File: config.mk
export PLATFORM = sky130hd
export DESIGN_NAME = ps_adpcm_block_decoder_flat
export DESIGN_NICKNAME = d
export VERILOG_FILES = /design/src/design/psadpcm_pkg.sv /design/src/design/psadpcm_if.sv /design/src/design/psadpcm_front.sv /design/src/design/psadpcm_fifo.sv /design/src/design/psadpcm_back.sv /design/src/design/ps_adpcm_block_decoder.sv /design/src/flat_wrapper.sv
export VERILOG_INCLUDE_DIRS = /design/src /design/src/design
export SDC_FILE = /design/constraint.sdc
export NUM_CORES = 1
export LEC_CHECK = 0
export BUFFER_PORTS_ARGS = -buffer_cell sky130_fd_sc_hd__buf_2
export CORE_UTILIZATION = 55
export CTS_BUF_LIST = sky130_fd_sc_hd__clkbuf_8
export DETAILED_ROUTE_END_ITERATION = 8
export PLACE_DENSITY = 0.74
export RECOVER_POWER = 50
export SLEW_MARGIN = 10
export SYNTH_ARGS = -nofsm -noshare
export SYNTH_HDL_FRONTEND = slang
export SYNTH_SLANG_ARGS = --single-unit
export TNS_END_PERCENT = 30
File: constraint.sdc
create_clock -name clk -period 9.81 [get_ports clk]
set_input_delay 0.4905 -clock clk [delete_from_list [all_inputs] [get_ports clk]]
set_output_delay 0.4905 -clock clk [all_outputs]
set_load 0.01 [all_outputs]
File: src/design/ps_adpcm_block_decoder_defines.svh
// ----------------------------------------------------------------------------
// PS-ADPCM block decoder assertion macros
// Shared property wrappers; clocked on clk, disabled while rst_n is low.
// ----------------------------------------------------------------------------
`ifndef PS_ADPCM_BLOCK_DECODER_DEFINES_SVH
`define PS_ADPCM_BLOCK_DECODER_DEFINES_SVH

// Same-cycle implication: whenever ante holds, cons holds too.
`define PSADPCM_ASSERT_NOW(label, ante, cons, msg) \
  label: assert property (@(posedge clk) disable iff (!rst_n) (ante) |-> (cons)) \
    else $error(msg);

// Next-cycle implication: whenever ante holds, cons holds in the next cycle.
`define PSADPCM_ASSERT_NEXT(label, ante, cons, msg) \
  label: assert property (@(posedge clk) disable iff (!rst_n) (ante) |=> (cons)) \
    else $error(msg);

`endif

File: src/design/psadpcm_pkg.sv
// ----------------------------------------------------------------------------
// psadpcm_pkg
// Types, constants and coefficient tables of the PS-ADPCM block decoder.
// ----------------------------------------------------------------------------
`timescale 1ns / 1ps
`default_nettype none

package psadpcm_pkg;

  // Block byte positions
  localparam logic [3:0] POS_SHIFT_FILTER = 4'd0;
  localparam logic [3:0] POS_FLAGS        = 4'd1;
  localparam logic [3:0] POS_LAST         = 4'd15;

  localparam logic [2:0] FILTER_MAX = 3'd4;

  localparam logic signed [15:0] SAMPLE_MAX = 16'sh7FFF;
  localparam logic signed [15:0] SAMPLE_MIN = 16'sh8000;

  localparam logic signed [24:0] PRED_ROUND = 25'sd32;
  localparam int unsigned        PRED_FRAC  = 6;

  // One data byte handed from the front to the back
  typedef struct packed {
    logic       clear_hist;  // restart seen since the previous data byte
    logic       last_byte;   // block byte 15
    logic [7:0] data;
    logic [3:0] shift;
    logic [2:0] filter;      // already clamped to 0..4
    logic [7:0] flags;
  } job_t;

  // Queue status seen by the front and the top level
  typedef struct packed {
    logic empty;
    logic full;
  } q_status_t;

  // Back-end status for checking
  typedef struct packed {
    logic fire;
    logic phase;
  } back_status_t;

  function automatic logic signed [7:0] coef_newer(input logic [2:0] f);
    logic signed [7:0] c;
    case (f)
      3'd0:    c = 8'sd0;
      3'd1:    c = 8'sd60;
      3'd2:    c = 8'sd115;
      3'd3:    c = 8'sd98;
      default: c = 8'sd122;
    endcase
    return c;
  endfunction

  function automatic logic signed [7:0] coef_older(input logic [2:0] f);
    logic signed [7:0] c;
    case (f)
      3'd0:    c = 8'sd0;
      3'd1:    c = 8'sd0;
      3'd2:    c = -8'sd52;
      3'd3:    c = -8'sd55;
      default: c = -8'sd60;
    endcase
    return c;
  endfunction

endpackage

`default_nettype wire

File: src/design/psadpcm_if.sv
// ----------------------------------------------------------------------------
// psadpcm channel interfaces
// Valid/ready channels for stream bytes in and decoded samples out.
// ----------------------------------------------------------------------------
`timescale 1ns / 1ps
`default_nettype none

interface psadpcm_in_if;
  logic       valid;
  logic       ready;
  logic [7:0] data_byte;
  logic       restart;

  modport source (output valid, output data_byte, output restart, input ready);
  modport sink   (input valid, input data_byte, input restart, output ready);
endinterface

interface psadpcm_out_if;
  logic               valid;
  logic               ready;
  logic signed [15:0] sample;
  logic               last_of_pair;
  logic               last_of_block;
  logic               stream_end;
  logic [7:0]         block_flags;

  modport source (output valid, output sample, output last_of_pair,
                  output last_of_block, output stream_end, output block_flags,
                  input ready);
  modport sink   (input valid, input sample, input last_of_pair,
                  input last_of_block, input stream_end, input block_flags,
                  output ready);
endinterface

`default_nettype wire

File: src/design/psadpcm_front.sv
// ----------------------------------------------------------------------------
// psadpcm_front
// Track the block position, latch header fields, queue data bytes.
// ----------------------------------------------------------------------------
`timescale 1ns / 1ps
`default_nettype none

module psadpcm_front (
  input  wire logic                   clk,
  input  wire logic                   rst_n,
  psadpcm_in_if.sink                  in_ch,
  input  wire psadpcm_pkg::q_status_t q_status,
  output      logic                   q_push,
  output      psadpcm_pkg::job_t      q_job
);

  logic [3:0] pos_r,    pos_nxt;
  logic [3:0] shift_r,  shift_nxt;
  logic [2:0] filter_r, filter_nxt;
  logic [7:0] flags_r,  flags_nxt;
  logic       pend_clear_r, pend_clear_nxt;

  logic       accept;
  logic [3:0] pos;
  logic [2:0] f_raw;

  assign in_ch.ready = !q_status.full;
  assign accept      = in_ch.valid && in_ch.ready;
  assign pos         = in_ch.restart ? psadpcm_pkg::POS_SHIFT_FILTER : pos_r;
  assign f_raw       = in_ch.data_byte[6:4];

  always_comb begin
    pos_nxt        = pos_r;
    shift_nxt      = shift_r;
    filter_nxt     = filter_r;
    flags_nxt      = flags_r;
    pend_clear_nxt = pend_clear_r;
    q_push         = 1'b0;
    if (accept) begin
      pos_nxt = pos + 4'd1;
      if (in_ch.restart) begin
        pend_clear_nxt = 1'b1;
      end
      if (pos == psadpcm_pkg::POS_SHIFT_FILTER) begin
        shift_nxt  = in_ch.data_byte[3:0];
        filter_nxt = (f_raw > psadpcm_pkg::FILTER_MAX) ? psadpcm_pkg::FILTER_MAX : f_raw;
      end else if (pos == psadpcm_pkg::POS_FLAGS) begin
        flags_nxt = in_ch.data_byte;
      end else begin
        q_push         = 1'b1;
        pend_clear_nxt = 1'b0;
      end
    end
  end

  always_comb begin
    q_job.clear_hist = pend_clear_r;
    q_job.last_byte  = (pos == psadpcm_pkg::POS_LAST);
    q_job.data       = in_ch.data_byte;
    q_job.shift      = shift_r;
    q_job.filter     = filter_r;
    q_job.flags      = flags_r;
  end

  always_ff @(posedge clk) begin
    if (!rst_n) begin
      pos_r        <= '0;
      shift_r      <= '0;
      filter_r     <= '0;
      flags_r      <= '0;
      pend_clear_r <= 1'b0;
    end else begin
      pos_r        <= pos_nxt;
      shift_r      <= shift_nxt;
      filter_r     <= filter_nxt;
      flags_r      <= flags_nxt;
      pend_clear_r <= pend_clear_nxt;
    end
  end

endmodule

`default_nettype wire

File: src/design/psadpcm_fifo.sv
// ----------------------------------------------------------------------------
// psadpcm_fifo
// Short job queue between the front and the back.
// ----------------------------------------------------------------------------
`timescale 1ns / 1ps
`default_nettype none

module psadpcm_fifo #(
  parameter int unsigned DEPTH = 2
) (
  input  wire logic                   clk,
  input  wire logic                   rst_n,
  input  wire logic                   push,
  input  wire psadpcm_pkg::job_t      push_job,
  input  wire logic                   pop,
  output      psadpcm_pkg::job_t      head_job,
  output      psadpcm_pkg::q_status_t status
);

  localparam int unsigned PTR_W = (DEPTH > 1) ? $clog2(DEPTH) : 1;
  localparam int unsigned CNT_W = $clog2(DEPTH + 1);
  localparam logic [PTR_W-1:0] PTR_LAST = PTR_W'(DEPTH - 1);
  localparam logic [CNT_W-1:0] CNT_FULL = CNT_W'(DEPTH);

  psadpcm_pkg::job_t mem_r [DEPTH];

  logic [PTR_W-1:0] wr_ptr_r, wr_ptr_nxt;
  logic [PTR_W-1:0] rd_ptr_r, rd_ptr_nxt;
  logic [CNT_W-1:0] count_r,  count_nxt;

  assign status.empty = (count_r == '0);
  assign status.full  = (count_r == CNT_FULL);
  assign head_job     = mem_r[rd_ptr_r];

  always_comb begin
    wr_ptr_nxt = wr_ptr_r;
    rd_ptr_nxt = rd_ptr_r;
    count_nxt  = count_r;
    if (push) begin
      wr_ptr_nxt = (wr_ptr_r == PTR_LAST) ? '0 : wr_ptr_r + 1'b1;
    end
    if (pop) begin
      rd_ptr_nxt = (rd_ptr_r == PTR_LAST) ? '0 : rd_ptr_r + 1'b1;
    end
    if (push && !pop) begin
      count_nxt = count_r + 1'b1;
    end else if (pop && !push) begin
      count_nxt = count_r - 1'b1;
    end
  end

  always_ff @(posedge clk) begin
    if (push) begin
      mem_r[wr_ptr_r] <= push_job;
    end
  end

  always_ff @(posedge clk) begin
    if (!rst_n) begin
      wr_ptr_r <= '0;
      rd_ptr_r <= '0;
      count_r  <= '0;
    end else begin
      wr_ptr_r <= wr_ptr_nxt;
      rd_ptr_r <= rd_ptr_nxt;
      count_r  <= count_nxt;
    end
  end

endmodule

`default_nettype wire

File: src/design/psadpcm_back.sv
// ----------------------------------------------------------------------------
// psadpcm_back
// Decode one nibble a cycle if unstalled, vs sample history; register results.
// ----------------------------------------------------------------------------
`timescale 1ns / 1ps
`default_nettype none

module psadpcm_back (
  input  wire logic                      clk,
  input  wire logic                      rst_n,
  input  wire psadpcm_pkg::job_t         job,
  input  wire psadpcm_pkg::q_status_t    q_status,
  output      logic                      q_pop,
  output      psadpcm_pkg::back_status_t status,
  psadpcm_out_if.source                  out_ch
);

  logic phase_r, phase_nxt;
  logic signed [15:0] newer_r, older_r;
  logic out_valid_r, out_valid_nxt;
  logic signed [15:0] sample_r;
  logic pair_r, block_r, end_r;
  logic [7:0] flags_r;

  logic               fire;
  logic               clr;
  logic [3:0]         nib;
  logic signed [15:0] hist_new, hist_old;
  logic signed [15:0] base;
  logic signed [7:0]  c1, c2;
  logic signed [24:0] acc;
  logic signed [18:0] pred;
  logic signed [19:0] sum;
  logic signed [15:0] sat;

  assign fire  = !q_status.empty && (!out_valid_r || out_ch.ready);
  assign q_pop = fire && phase_r;
  assign clr   = job.clear_hist && !phase_r;

  assign status.fire  = fire;
  assign status.phase = phase_r;

  always_comb begin
    nib      = phase_r ? job.data[7:4] : job.data[3:0];
    hist_new = clr ? 16'sd0 : newer_r;
    hist_old = clr ? 16'sd0 : older_r;
    base     = $signed({nib, 12'h000}) >>> job.shift;
    c1       = psadpcm_pkg::coef_newer(job.filter);
    c2       = psadpcm_pkg::coef_older(job.filter);
    acc      = 25'(hist_new) * 25'(c1) + 25'(hist_old) * 25'(c2) + psadpcm_pkg::PRED_ROUND;
    pred     = acc[24:psadpcm_pkg::PRED_FRAC];
    sum      = 20'(base) + 20'(pred);
    if (sum > 20'(psadpcm_pkg::SAMPLE_MAX)) begin
      sat = psadpcm_pkg::SAMPLE_MAX;
    end else if (sum < 20'(psadpcm_pkg::SAMPLE_MIN)) begin
      sat = psadpcm_pkg::SAMPLE_MIN;
    end else begin
      sat = sum[15:0];
    end
  end

  always_comb begin
    phase_nxt     = fire ? !phase_r : phase_r;
    out_valid_nxt = fire || (out_valid_r && !out_ch.ready);
  end

  // Result payload: load on every fired nibble
  always_ff @(posedge clk) begin
    if (fire) begin
      sample_r <= sat;
      pair_r   <= phase_r;
      block_r  <= phase_r && job.last_byte;
      end_r    <= job.flags[0] && !job.flags[1];
      flags_r  <= job.flags;
    end
  end

  // Control and sample history: history starts from zero after reset
  always_ff @(posedge clk) begin
    if (!rst_n) begin
      phase_r     <= 1'b0;
      out_valid_r <= 1'b0;
      newer_r     <= '0;
      older_r     <= '0;
    end else begin
      phase_r     <= phase_nxt;
      out_valid_r <= out_valid_nxt;
      if (fire) begin
        newer_r <= sat;
        older_r <= hist_new;
      end
    end
  end

  assign out_ch.valid         = out_valid_r;
  assign out_ch.sample        = sample_r;
  assign out_ch.last_of_pair  = pair_r;
  assign out_ch.last_of_block = block_r;
  assign out_ch.stream_end    = end_r;
  assign out_ch.block_flags   = flags_r;

endmodule

`default_nettype wire

File: src/design/ps_adpcm_block_decoder.sv
// ----------------------------------------------------------------------------
// ps_adpcm_block_decoder
// PS-ADPCM block decoder: one stream byte in, up to two samples out.
// ----------------------------------------------------------------------------
//
//   channel   dir   word                                              handshake
//   in_ch     in    data_byte[7:0], restart                           valid/ready
//   out_ch    out   sample[15:0], last_of_pair, last_of_block,        valid/ready
//                   stream_end, block_flags[7:0]
//
// Header bytes (block bytes 0 and 1) yield no word.
// The decode unit takes a data byte a nibble at a time: the second prediction
// needs the first sample, so one sample leaves per cycle unless stalled.
// Synchronous active-low reset; no clearing pass, the block is ready the cycle
// after reset drops. The job queue lets the front keep taking bytes while the
// output register waits on out_ch.ready; a full queue drops in_ch.ready.
//
`timescale 1ns / 1ps
`default_nettype none

`include "ps_adpcm_block_decoder_defines.svh"

module ps_adpcm_block_decoder #(
  parameter int unsigned QUEUE_DEPTH = 2
) (
  input  wire logic     clk,
  input  wire logic     rst_n,
  psadpcm_in_if.sink    in_ch,
  psadpcm_out_if.source out_ch
);

  logic                      q_push;
  logic                      q_pop;
  psadpcm_pkg::job_t         q_in_job;
  psadpcm_pkg::job_t         q_head_job;
  psadpcm_pkg::q_status_t    q_status;
  psadpcm_pkg::back_status_t back_status;

  // Front: count block position, latch shift/filter/flags, queue data bytes
  psadpcm_front u_front (
    .clk      (clk),
    .rst_n    (rst_n),
    .in_ch    (in_ch),
    .q_status (q_status),
    .q_push   (q_push),
    .q_job    (q_in_job)
  );

  // Queue: hold data bytes with their header context
  psadpcm_fifo #(
    .DEPTH (QUEUE_DEPTH)
  ) u_fifo (
    .clk      (clk),
    .rst_n    (rst_n),
    .push     (q_push),
    .push_job (q_in_job),
    .pop      (q_pop),
    .head_job (q_head_job),
    .status   (q_status)
  );

  // Back: decode low then high nibble, drive the output register
  psadpcm_back u_back (
    .clk      (clk),
    .rst_n    (rst_n),
    .job      (q_head_job),
    .q_status (q_status),
    .q_pop    (q_pop),
    .status   (back_status),
    .out_ch   (out_ch)
  );

  // The head job stays queued while its high nibble is pending
  `PSADPCM_ASSERT_NOW(a_phase_has_job, back_status.phase, !q_status.empty, "high nibble pending with empty queue")

  // Never push into a full queue
  `PSADPCM_ASSERT_NOW(a_no_push_full, q_push, !q_status.full, "push into full job queue")

  // A fired high nibble returns the decoder to the low nibble
  `PSADPCM_ASSERT_NEXT(a_phase_wrap, back_status.fire && back_status.phase, !back_status.phase, "decode phase did not wrap")

  // End of block only ever marks the second sample of a byte
  `PSADPCM_ASSERT_NOW(a_block_on_pair, out_ch.valid && out_ch.last_of_block, out_ch.last_of_pair, "last_of_block without last_of_pair")

endmodule

`default_nettype wire
File: src/flat_wrapper.sv
// flat-port wrapper written by rule: the top's interface ports become plain ports
module ps_adpcm_block_decoder_flat 
#(
  parameter int unsigned QUEUE_DEPTH = 2
)
  (clk, rst_n, in_ch_valid, in_ch_data_byte, in_ch_restart, in_ch_ready, out_ch_valid, out_ch_sample, out_ch_last_of_pair, out_ch_last_of_block, out_ch_stream_end, out_ch_block_flags, out_ch_ready);
  psadpcm_in_if in_ch_i ();
  psadpcm_out_if out_ch_i ();
  input  wire logic clk;
  input  wire logic rst_n;
  input wire logic [$bits(in_ch_i.valid)-1:0] in_ch_valid;
  input wire logic [$bits(in_ch_i.data_byte)-1:0] in_ch_data_byte;
  input wire logic [$bits(in_ch_i.restart)-1:0] in_ch_restart;
  output wire logic [$bits(in_ch_i.ready)-1:0] in_ch_ready;
  output wire logic [$bits(out_ch_i.valid)-1:0] out_ch_valid;
  output wire logic [$bits(out_ch_i.sample)-1:0] out_ch_sample;
  output wire logic [$bits(out_ch_i.last_of_pair)-1:0] out_ch_last_of_pair;
  output wire logic [$bits(out_ch_i.last_of_block)-1:0] out_ch_last_of_block;
  output wire logic [$bits(out_ch_i.stream_end)-1:0] out_ch_stream_end;
  output wire logic [$bits(out_ch_i.block_flags)-1:0] out_ch_block_flags;
  input wire logic [$bits(out_ch_i.ready)-1:0] out_ch_ready;
  assign in_ch_i.valid = in_ch_valid;
  assign in_ch_i.data_byte = in_ch_data_byte;
  assign in_ch_i.restart = in_ch_restart;
  assign in_ch_ready = in_ch_i.ready;
  assign out_ch_valid = out_ch_i.valid;
  assign out_ch_sample = out_ch_i.sample;
  assign out_ch_last_of_pair = out_ch_i.last_of_pair;
  assign out_ch_last_of_block = out_ch_i.last_of_block;
  assign out_ch_stream_end = out_ch_i.stream_end;
  assign out_ch_block_flags = out_ch_i.block_flags;
  assign out_ch_i.ready = out_ch_ready;
  ps_adpcm_block_decoder #(.QUEUE_DEPTH(QUEUE_DEPTH)) u_core (.clk(clk), .rst_n(rst_n), .in_ch(in_ch_i), .out_ch(out_ch_i));
endmodule
Word-level counts from Yosys, hierarchy flattened
Memory sizes are Yosys's and may differ from the RTL's. A register that Yosys moved wholly into a read port is not among the register bits.
Cells that the tools add are included.

cells by class
  eq/ne operators = 6
  order comparisons = 3
  bitwise operators = 1
  mux-type cells = 23
  $mul = 2
  $add $sub $neg = 8
  shift-type cells = 1
  reductions and logical operators = 26

operators by type and width
  operator                                                                           number
  16-bit 2-to-1 mux                                                                  4
  16-bit by 8-bit multiplier with 24-bit output                                      2
  7-bit case mux with 4 select lines                                                 1
  24-bit by 24-bit adder with 25-bit output                                          1
  25-bit by 7-bit adder with 25-bit output, second input constant                    1
  8-bit case mux with 3 select lines                                                 1
  16-bit by 19-bit adder with 20-bit output                                          1
  20-bit by 16-bit greater-than comparator with 1-bit output, second input constant  1
  20-bit by 16-bit less-than comparator with 1-bit output, second input constant     1
  16-bit by 4-bit >>> shifter with 16-bit output                                     1
  1-bit 2-to-1 mux                                                                   12
  1-bit logical AND                                                                  9
  1-bit logical NOT                                                                  8
  4-bit 2-to-1 mux                                                                   2
  3-bit by 2-bit equality test with 1-bit output, second input constant              2
  4-bit by 1-bit adder with 4-bit output, second input constant                      1
  4-bit by 1-bit equality test with 1-bit output, second input constant              1
  4-bit equality test, second input constant                                         1
  4-bit logical NOT                                                                  1
  2-bit 2-to-1 mux                                                                   2
  3-bit by 1-bit equality test with 1-bit output, second input constant              1
  3-bit greater-than comparator, second input constant                               1
  3-bit logical NOT                                                                  1
  3-bit 2-to-1 mux                                                                   1
  other kinds (11)                                                                   13

storage, ports and cells
  flip-flop bits (word level) = 85
  output and inout bits = 29
  memories kept = 1
  logic and storage cells = 88
  input port bits = 13
  RAM bits = 50

memories
  name                 words  bits a word  rd ports  clocked after memory_dff  wr ports  line                RTL
  u_core.u_fifo.mem_r  2      25           1         1                         1         psadpcm_fifo.sv:25  psadpcm_pkg::job_t mem_r [DEPTH];

Longest topological paths before layout
Gate-level depths: netlist of the first run.

  word-level depth = 10
  mapped depth = 39
  mapped depth without buffers = 37

Hierarchy
A second synthesis of the first run with hierarchy kept.

second synthesis, totals
  cell total of the unflattened synthesis = 1446
  area, all modules = 14091.0 um2

by module, submodules not included
  module         area an instance (um2)  sequential area each (um2)  instances  cells an instance
  psadpcm_back   11060.6                 1491.4                      1          1240
  psadpcm_fifo   2021.9                  1601.5                      1          100
  psadpcm_front  1008.5                  400.4                       1          106

Worst setup path before layout of the first run
No wires, ideal clock.

  kind = register to register
  start = register (tool-made name)
  end = register u_core.u_back.newer_r[14]
  period minus slack after synthesis = 9.858 ns
  cell stages (with the launch flop) = 35
  setup time = 0.079 ns
  path slack = -0.048 ns
  path buffers = 4
  arrival time = 9.779 ns
  data required time = 9.731 ns
  cells stage by stage = dfxtp_1 -> buf_1 -> buf_1 -> mux2i_1 -> nand2_1 -> a21oi_1 -> clkbuf_1 -> nor2_1 -> fa_1 -> inv_1 -> fa_1 -> inv_1 -> fa_1 -> fa_1 -> fa_1 -> inv_1 -> fa_1 -> inv_1 -> ha_1 -> a2111oi_0 -> o21a_1 -> o21ai_0 -> a21oi_1 -> o211ai_1 -> xor2_1 -> ha_1 -> a21oi_4 -> nand2_1 -> a221o_1 -> or4_1 -> nor3b_1 -> o41a_1 -> buf_6 -> or3b_1 -> a31oi_1

RTL lines
  what                  line                RTL
  to (signal assigned)  psadpcm_back.sv:89  newer_r <= sat;
  to (decl)             psadpcm_back.sv:19  logic signed [15:0] newer_r, older_r;

==> impl_metrics.py, run 1 <==
metrics = {
    "outcome": {
        "outcome": "finished with violations",
        "violations": "max-capacitance violations, max-slew violations",
    },
    "die": {
        "die_w_um": 162,
        "die_area_um2": 26200,
        "rows": 58,
        "die_h_um": 162,
        "io_pins": 42,
        "start_util_pct": 55.9,
        "core_um2": 25100,
    },
    "sta": {
        "fmax_mhz": 106,
        "skew_ns": 0.0205,
        "timing.slew.headroom_pct": -45.0,
        "hold_viol_final": 0,
        "holdWs_ns": 0.265,
        "tns_ns": 0,
        "fin_crit_sh_pct": 96.0,
        "layout_min_cycle_time_ns": 9.42,
        "tightest_slew_ns": 2.17,
        "finalSetupViolCount": 0,
        "drv_slew": 67,
    },
    "global_route": {
        "antenna_found_initial": 0,
        "grt_max_degree": 56,
        "grt_remaining_overflow": 0,
        "grt_pass1_wl_um": 53700,
        "grt_pass1_vias": 10500,
        "grtUsageTotal_pct": 26.7,
    },
    "drt": {
        "route.final.wire_length_um": 32900,
        "drt_iter0_drc": 888,
        "routed_via_density": 5.57,
        "vias": 10300,
        "detail_route.wl_per_cell_um": 17.7,
        "postRouteAntennaNets": 0,
        "drc_errors": 0,
        "dr.pass1.iters": 7,
    },
    "critical_path": {
        "crit_top_cell": "fa_1",
        "crit_path_top_delay_cell": "fa_1",
        "end_kind": "register",
        "worst-path-buf-inv": 4,
        "slowest_delay_ns": 0.51,
        "worstPathArrival_ns": 9.81,
        "critPathTopFamily": "adder cells",
        "start_kind": "register",
        "critPathKind": "reg -> reg",
        "worstPathMaxFanout": 18,
        "crit_required_ns": 10.21,
    },
    "cts": {
        "cts-root-buf": "clkbuf_8",
        "cts_made_buffers": 17,
        "clkTransAtPathRegs_ns": 0.10,
        "cts_tree": "yes",
        "htreeDepth": 4,
        "clk_latency_ns": 0.47,
        "cts_buffer_depth": 2,
        "clock-sinks": 136,
    },
    "yosys": {
        "ys_warn_count": 0,
        "syn_inst": 1481,
        "ys_ff_latch": 136,
        "synth_top_area_share_pct": 25.9,
        "yosys.cell_types.count": 65,
        "syn_nets": 1802,
        "synth.area.top_cells": "fa_1, edfxtp_1, ha_1",
        "synth_top_flop_cell": "edfxtp_1",
        "yosysSeqAreaShare_pct": 24.9,
        "yosysTopAreaCell": "fa_1",
        "avgSynthCellArea_um2": 9.48,
        "ys_async_sr_fraction_pct": 0,
        "syn_area_um2": 14000,
        "synth_edf_count": 77,
    },
    "placement": {
        "dp.cells": 1824,
        "dpl.hpwl_um": 26400,
        "io_buffer_count": 41,
        "place.gp.congestion": 0.965,
        "placed_area_um2": 14700,
    },
    "cells_and_area": {
        "area_growth_syn_to_layout_pct": 7.22,
        "layout_commonest_cell": "inv_1",
        "antenna_cells": 0,
        "layout_common_cells": "inv_1, fa_1, nor2_1",
        "fillers": 2212,
        "fin_area_um2": 15100,
        "final_cells": 1858,
        "drive_gt1_share_pct": 6.68,
        "nNetsFinal": 1836,
    },
    "hold_path": {
        "hold_path.class": "in -> reg",
    },
    "job": {
        "max_cap_viol_count": 2,
    },
}
## worst reg2reg max path: cells and delay by family, from the launching register on
family                     cells  cell delay [ns]
buffers and inverters          4             0.42
adders and majority gates      8             3.61
and+or+nand+nor                8             2.27
AOI/OAI and AO/OA             10             2.42
DFF                            1             0.40
xor gates and xnor gates       1             0.15
muxes                          1             0.09
## routing by layer
| metal | share of wire, % | track usage [%] | vias to the layer above |
|---|---|---|---|
| li1 | - | - | 4844 |
| met1 | 42 | 35.0 | 5065 |
| met2 | 49 | 44.8 | 358 |
| met3 | 5.8 | 3.86 | 73 |
| met4 | 3.4 | 10.6 | 0 |
| met5 | 0 | 0 | - |
## per-stage QoR
stage / setup WS [ns] / utilization [%]
after floorplan: 0.0869 / -
after global placement: 0.153 / 58.4
after detailed placement: -0.0728 / 58.4
after CTS: 0.0694 / 59.9
after global routing: -0.0202 / 60.0
final: 0.393 / 60.0
## flip-flops by register name, summed over array words and instances (netlist names), 3 cells and up, named ones only
signal / cells
u_core.u_back.older_r: 16
u_core.u_back.out_ch.block_flags: 8
u_core.u_front.filter_r: 3
u_core.u_back.newer_r: 16
u_core.u_fifo.mem_r: 50
u_core.u_front.flags_r: 8
u_core.u_front.shift_r: 4
u_core.u_front.pos_r: 4
u_core.u_back.out_ch.sample: 16
## final cells by class
| class | instances | area (µm²) | area share (%) |
|---|---|---|---|
| clock buffer | 17 | 234 | 1.55 |
| timing repair buffer | 67 | 358 | 2.38 |
| multi-input combinational | 986 | 9270 | 61.5 |
| inverter | 307 | 1150 | 7.65 |
| sequential | 136 | 3490 | 23.2 |
| clock inverter | 15 | 140 | 0.931 |
| tap | 330 | 413 | 2.74 |
## synth_stat cells (5+ instances only)
| cell type | count |
|---|---|
| nand2_1 | 93 |
| xor2_1 | 18 |
| buf_1 | 8 |
| ha_1 | 126 |
| and3_1 | 19 |
| xnor2_1 | 28 |
| a31oi_1 | 5 |
| clkbuf_1 | 39 |
| a21o_1 | 13 |
| nor3_1 | 11 |
| or2_2 | 8 |
| o211ai_1 | 5 |
| fa_1 | 182 |
| o21a_1 | 11 |
| mux2_2 | 12 |
| nor2_1 | 153 |
| dfxtp_1 | 59 |
| a21boi_0 | 5 |
| nor2b_1 | 11 |
| mux2i_1 | 24 |
| a211oi_1 | 6 |
| and2_1 | 14 |
| o211a_1 | 11 |
| o21ai_0 | 53 |
| nand3_1 | 24 |
| a21oi_1 | 81 |
| edfxtp_1 | 77 |
| nand2b_1 | 8 |
| inv_1 | 307 |
| nand4_1 | 5 |
## logic make-up after synthesis
group	Yosys count	share of synthesized area [%]
xor gates and xnor gates	46	2.87
and+or+nand+nor	362	11.6
buffers and inverters	359	9.73
DFF	136	24.9
AOI/OAI and AO/OA	230	10.5
adders and majority gates	308	37.2
muxes	40	3.31
## path summary, 6_finish.rpt
kind | slack (ns) | end | from | cells after the start
setup / recovery | 0.39 | u_core.u_back.newer_r[14]$_SDFFE_PN0P_ | register | 32
hold / removal | 0.26 | u_core.u_fifo.mem_r[0][22]$_DFFE_PP_ | in_ch_data_byte[7] | 1
setup reg to reg | 0.39 | u_core.u_back.newer_r[14]$_SDFFE_PN0P_ | register | 32
hold reg to reg | 0.45 | u_core.u_fifo.mem_r[1][5]$_DFFE_PP_ | u_core.u_front.flags_r[5]$_SDFFE_PN0P_ | 0
## what timing repair did
item,CTS,global route
buffers inserted,0,2
endpoints found under the setup margin,3,30
pin swaps,0,5
hold buffers,0,0
resized for setup,2,17
Power of run 1 is not shown: default switching activity piles up to over one toggle a cycle in this logic, so the estimate is an artifact.
==> run 2, diff against run 1 <==
Settings changed: CORE_UTILIZATION 55 to 50, PLACE_DENSITY 0.74 to 0.68.
==> run 2 against run 1 <==
The run still ends with max-capacitance violations, max-slew violations left. Critical endpoint unchanged. Flip-flop and latch count is the same. Via count fell by 0.29%. Worst hold slack improved by 0.0091 ns. Critical path depth stayed put. Routed wire length increased by 0.58%. Register-to-register slack got worse by 0.03 ns. First-iteration DRC count is 3.4% higher. Die area is 9.9% higher. Clock skew shrank 0.0049 ns. Clock-buffer cell count is the same. Sequential share of layout area is 0.17 points lower.
==> impl_metrics.py, run 2 (synthesis results as in run 1) <==
metrics = {
    "critical_path": {
        "worstPathArrival_ns": 9.82,
        "crit_path_top_delay_cell": "o41a_4",
        "worstPathMaxFanout": 17,
        "crit_required_ns": 10.19,
        "crit_top_cell": "fa_1",
        "end_kind": "register",
        "start_kind": "register",
        "critPathKind": "reg -> reg",
        "slowest_delay_ns": 0.59,
    },
    "die": {
        "die_area_um2": 28800,
        "rows": 60,
        "die_h_um": 170,
        "core_um2": 27300,
        "io_pins": 42,
        "die_w_um": 170,
        "start_util_pct": 51.5,
    },
    "sta": {
        "finalSetupViolCount": 0,
        "hold_viol_final": 0,
        "fin_crit_sh_pct": 96.3,
        "timing.slew.headroom_pct": -36.6,
        "skew_ns": 0.0155,
        "layout_min_cycle_time_ns": 9.44,
        "tightest_slew_ns": 2.05,
        "drv_slew": 67,
        "fmax_mhz": 106,
    },
    "global_route": {
        "antenna_found_initial": 1,
        "grt_pass1_wl_um": 52500,
        "grtUsageTotal_pct": 23.9,
        "grt_pass1_vias": 10200,
        "grt_remaining_overflow": 0,
        "grt_max_degree": 56,
    },
    "cells_and_area": {
        "largest_reg_flops": 50,
        "layout_common_cells": "inv_1, fa_1, nor2_1",
        "nNetsFinal": 1839,
        "regMostFlops": "u_core.u_fifo.mem_r",
        "drive_gt1_share_pct": 6.79,
        "area_growth_syn_to_layout_pct": 8.06,
        "final_util_pct": 55.7,
        "layout_commonest_cell": "inv_1",
    },
    "drt": {
        "detail_route.wl_per_cell_um": 17.4,
        "postRouteAntennaNets": 0,
        "drt_iter0_drc": 918,
        "vias": 10300,
        "dr.pass1.iters": 7,
        "routed_via_density": 5.41,
        "drc_errors": 0,
        "route.final.wire_length_um": 33100,
    },
    "placement": {
        "io_buffer_count": 41,
        "dpl.hpwl_um": 26400,
        "place.gp.congestion": 0.976,
    },
    "cts": {
        "clkTransAtPathRegs_ns": 0.10,
        "clock-sinks": 136,
        "htreeDepth": 4,
        "cts_tree": "yes",
        "clk_latency_ns": 0.46,
        "cts_buffer_depth": 2,
        "cts-root-buf": "clkbuf_8",
        "cts_made_buffers": 17,
    },
    "outcome": {
        "violations": "max-capacitance violations, max-slew violations",
        "outcome": "finished with violations",
    },
    "job": {
        "max_cap_viol_count": 2,
    },
    "hold_path": {
        "hold_path.class": "in -> reg",
        "hold_path.startpoint": "in_ch_data_byte[7]",
    },
}
==> run 2: per-stage QoR <==
step                std cells  setup TNS (ns)  hold slack [ns]  worst slack [ns]  area, µm²
floorplan                1481               0            0.406            0.0869      14000
global placement         1866               0            0.431             0.120      14700
detailed placement       1866          -0.791            0.439            -0.133      14700
CTS                      1898               0            0.223            0.0895      15100
global route             1903         -0.0292            0.262           -0.0198      15200
finish                   1904               0            0.274             0.367      15200
==> run 2: per-layer routing <==
metal,part of all wire (%),up-vias,track usage (%)
met4,2.2,0,6.78
li1,-,4848,-
met1,43,5041,31.6
met5,0,-,0
met3,5.8,56,4.03
met2,49,365,40.5
==> run 2: timing repair <==
item	in CTS	in global routing
hold buffers	0	0
endpoints found under the setup margin	15	30
setup buffers	0	5
gates resized for setup	3	15
pin swaps	1	3
==> run 2: final timing paths <==
check | endpoint | slack [ns] | depth (start not counted)
max | u_core.u_back.newer_r[14]$_SDFFE_PN0P_ | 0.37 | 32
min | u_core.u_fifo.mem_r[0][22]$_DFFE_PP_ | 0.27 | 1
max reg2reg | u_core.u_back.newer_r[14]$_SDFFE_PN0P_ | 0.37 | 32
min reg2reg | u_core.u_fifo.mem_r[0][7]$_DFFE_PP_ | 0.45 | 0
==> run 2: layout make-up <==
class / instances / area (µm²)
repair buffers: 70 / 384
well taps: 372 / 465
flip-flops and latches: 136 / 3490
clock inverters: 15 / 195
inverters: 307 / 1150
fillers: 2446 / 12100
diodes: 1 / 2.50
clock buffers: 17 / 234
multi-input cells: 986 / 9250
==> run 2: critical path, delay by kind of cell (launching register included) <==
family,cells,cell delay [ns]
adder cells (fa/ha/maj),8,3.75
multiplexers,1,0.08
buffers and inverters,4,0.47
flip-flops,1,0.42
XOR/XNOR,1,0.13
AO/OA/AOI/OAI,8,2.18
AND/OR/NAND/NOR,10,2.34
Power of run 2 is left out for the same reason.
==> run 3, diff against run 2 <==
Settings changed: CORE_ASPECT_RATIO set to 2.
==> run 3 against run 2 <==
Clock-buffer cell count stayed put. Critical endpoint is now u_core.u_back.newer_r[1]$_SDFFE_PN0P_. First-iteration DRC count down 41%. The flow now finishes without violations. Die area increased by 0.14%.
==> impl_metrics.py, run 3 (synthesis results as in run 1) <==
metrics = {
    "global_route": {
        "antenna_found_initial": 1,
        "grt_max_degree": 56,
        "grtUsageTotal_pct": 27.3,
        "grt_pass1_vias": 11200,
        "grt_pass1_wl_um": 58000,
        "grt_remaining_overflow": 0,
    },
    "critical_path": {
        "worstPathMaxFanout": 18,
        "start_kind": "register",
        "worstPathArrival_ns": 9.86,
        "cp_num_cells": 34,
        "crit_required_ns": 10.20,
        "crit_path_top_delay_cell": "fa_1",
        "reg2reg_depth": 34,
        "critPathKind": "reg -> reg",
        "worst-path-buf-inv": 9,
        "critPathTopFamily": "adder cells",
        "slowest_delay_ns": 0.63,
        "end_kind": "register",
    },
    "drt": {
        "routed_via_density": 5.52,
        "vias": 10400,
        "route.final.wire_length_um": 36700,
        "postRouteAntennaNets": 0,
        "dr.pass1.iters": 5,
        "detail_route.wl_per_cell_um": 19.4,
        "drt_iter0_drc": 539,
        "drc_errors": 0,
    },
    "sta": {
        "hold_viol_final": 0,
        "fin_crit_sh_pct": 96.5,
        "fmax_mhz": 106,
        "tightest_slew_ns": 0.735,
        "layout_min_cycle_time_ns": 9.47,
        "finalSetupViolCount": 0,
        "drv_slew": 0,
        "skew_ns": 0.0218,
        "timing.slew.headroom_pct": 49.6,
        "holdWs_ns": 0.286,
    },
    "hold_path": {
        "hold_path.class": "in -> reg",
        "hold_depth": 1,
        "hold_path.startpoint": "in_ch_data_byte[7]",
    },
    "placement": {
        "io_buffer_count": 41,
        "place.gp.congestion": 1.00,
        "dpl.hpwl_um": 30100,
        "dp.cells": 1848,
    },
    "cts": {
        "cts-root-buf": "clkbuf_8",
        "htreeDepth": 4,
        "clock-sinks": 136,
        "holdBufCountCts": 0,
        "cts_made_buffers": 17,
        "cts_buffer_depth": 2,
        "clkTransAtPathRegs_ns": 0.10,
        "clk_latency_ns": 0.49,
        "cts_tree": "yes",
    },
    "die": {
        "start_util_pct": 51.0,
        "die_area_um2": 28800,
        "io_pins": 42,
        "die_w_um": 121,
        "die_h_um": 239,
        "core_um2": 27500,
        "rows": 86,
    },
    "outcome": {
        "outcome": "complete, no violations",
    },
    "cells_and_area": {
        "drive_gt1_share_pct": 8.80,
        "regMostFlops": "u_core.u_fifo.mem_r",
        "area_growth_syn_to_layout_pct": 8.30,
        "largest_reg_flops": 50,
        "final_util_pct": 55.2,
        "final_cells": 1887,
        "layout_common_cells": "inv_1, fa_1, nor2_1",
        "nNetsFinal": 1842,
        "layout_commonest_cell": "inv_1",
    },
    "job": {
        "max_cap_viol_count": 0,
    },
}
run 3: cell count changes in the layout (fill, tap and decap cells not counted), moves of 3 or more:
cell / delta
clkbuf_1: -27
buf_2: +25
buf_4: +5
inv_6: -4
clkinv_8: +3
ha_2: -3
run 3: metal layers:
layer / GRT usage (%) / up-vias / share of wire (%)
li1: - / 4863 / -
met5: 0 / - / 0
met3: 3.36 / 139 / 3.3
met1: 25.7 / 5136 / 31
met4: 23.5 / 0 / 9.3
met2: 51.1 / 286 / 56
run 3: layout make-up:
type                            count  area (µm²)
Antenna cell                        1        2.50
Clock buffer                       17         234
Clock inverter                     15         189
Fill cell                        2561       12300
Inverter                          307        1150
Multi-Input combinational cell    987        9280
Sequential cell                   136        3490
Tap cell                          352         440
Timing Repair Buffer               72         422
run 3: final timing paths:
path | end | slack (ns)
worst max register to register | u_core.u_back.newer_r[1]$_SDFFE_PN0P_ | 0.34
worst min register to register | u_core.u_fifo.mem_r[1][11]$_DFFE_PP_ | 0.46
worst min-delay path | u_core.u_fifo.mem_r[0][22]$_DFFE_PP_ | 0.29
worst max-delay path | u_core.u_back.newer_r[1]$_SDFFE_PN0P_ | 0.34
run 3: worst reg2reg max path, delay by kind of cell (launching register included):
kind,cells,cell delay [ns]
AO/OA/AOI/OAI,11,2.68
buffers and inverters,9,1.30
adder cells (fa/ha/maj),8,3.83
flip-flops,1,0.33
AND/OR/NAND/NOR,6,1.20
run 3: through the flow:
step / worst slack [ns] / instance area, µm² / setup TNS [ns]
floorplan: 0.0869 / 14000 / 0
global placement: 0.379 / 14700 / 0
global route: -0.0557 / 15200 / -0.0623
finish: 0.343 / 15200 / 0
detailed placement: 0.185 / 14700 / 0
CTS: 0.127 / 15100 / 0
run 3: repair_timing:
action / 4_1_cts / 5_1_grt
setup endpoints to repair: 0 / 30
setup buffers: 0 / 5
resized for setup: 0 / 19
Power of run 3 is left out for the same reason.
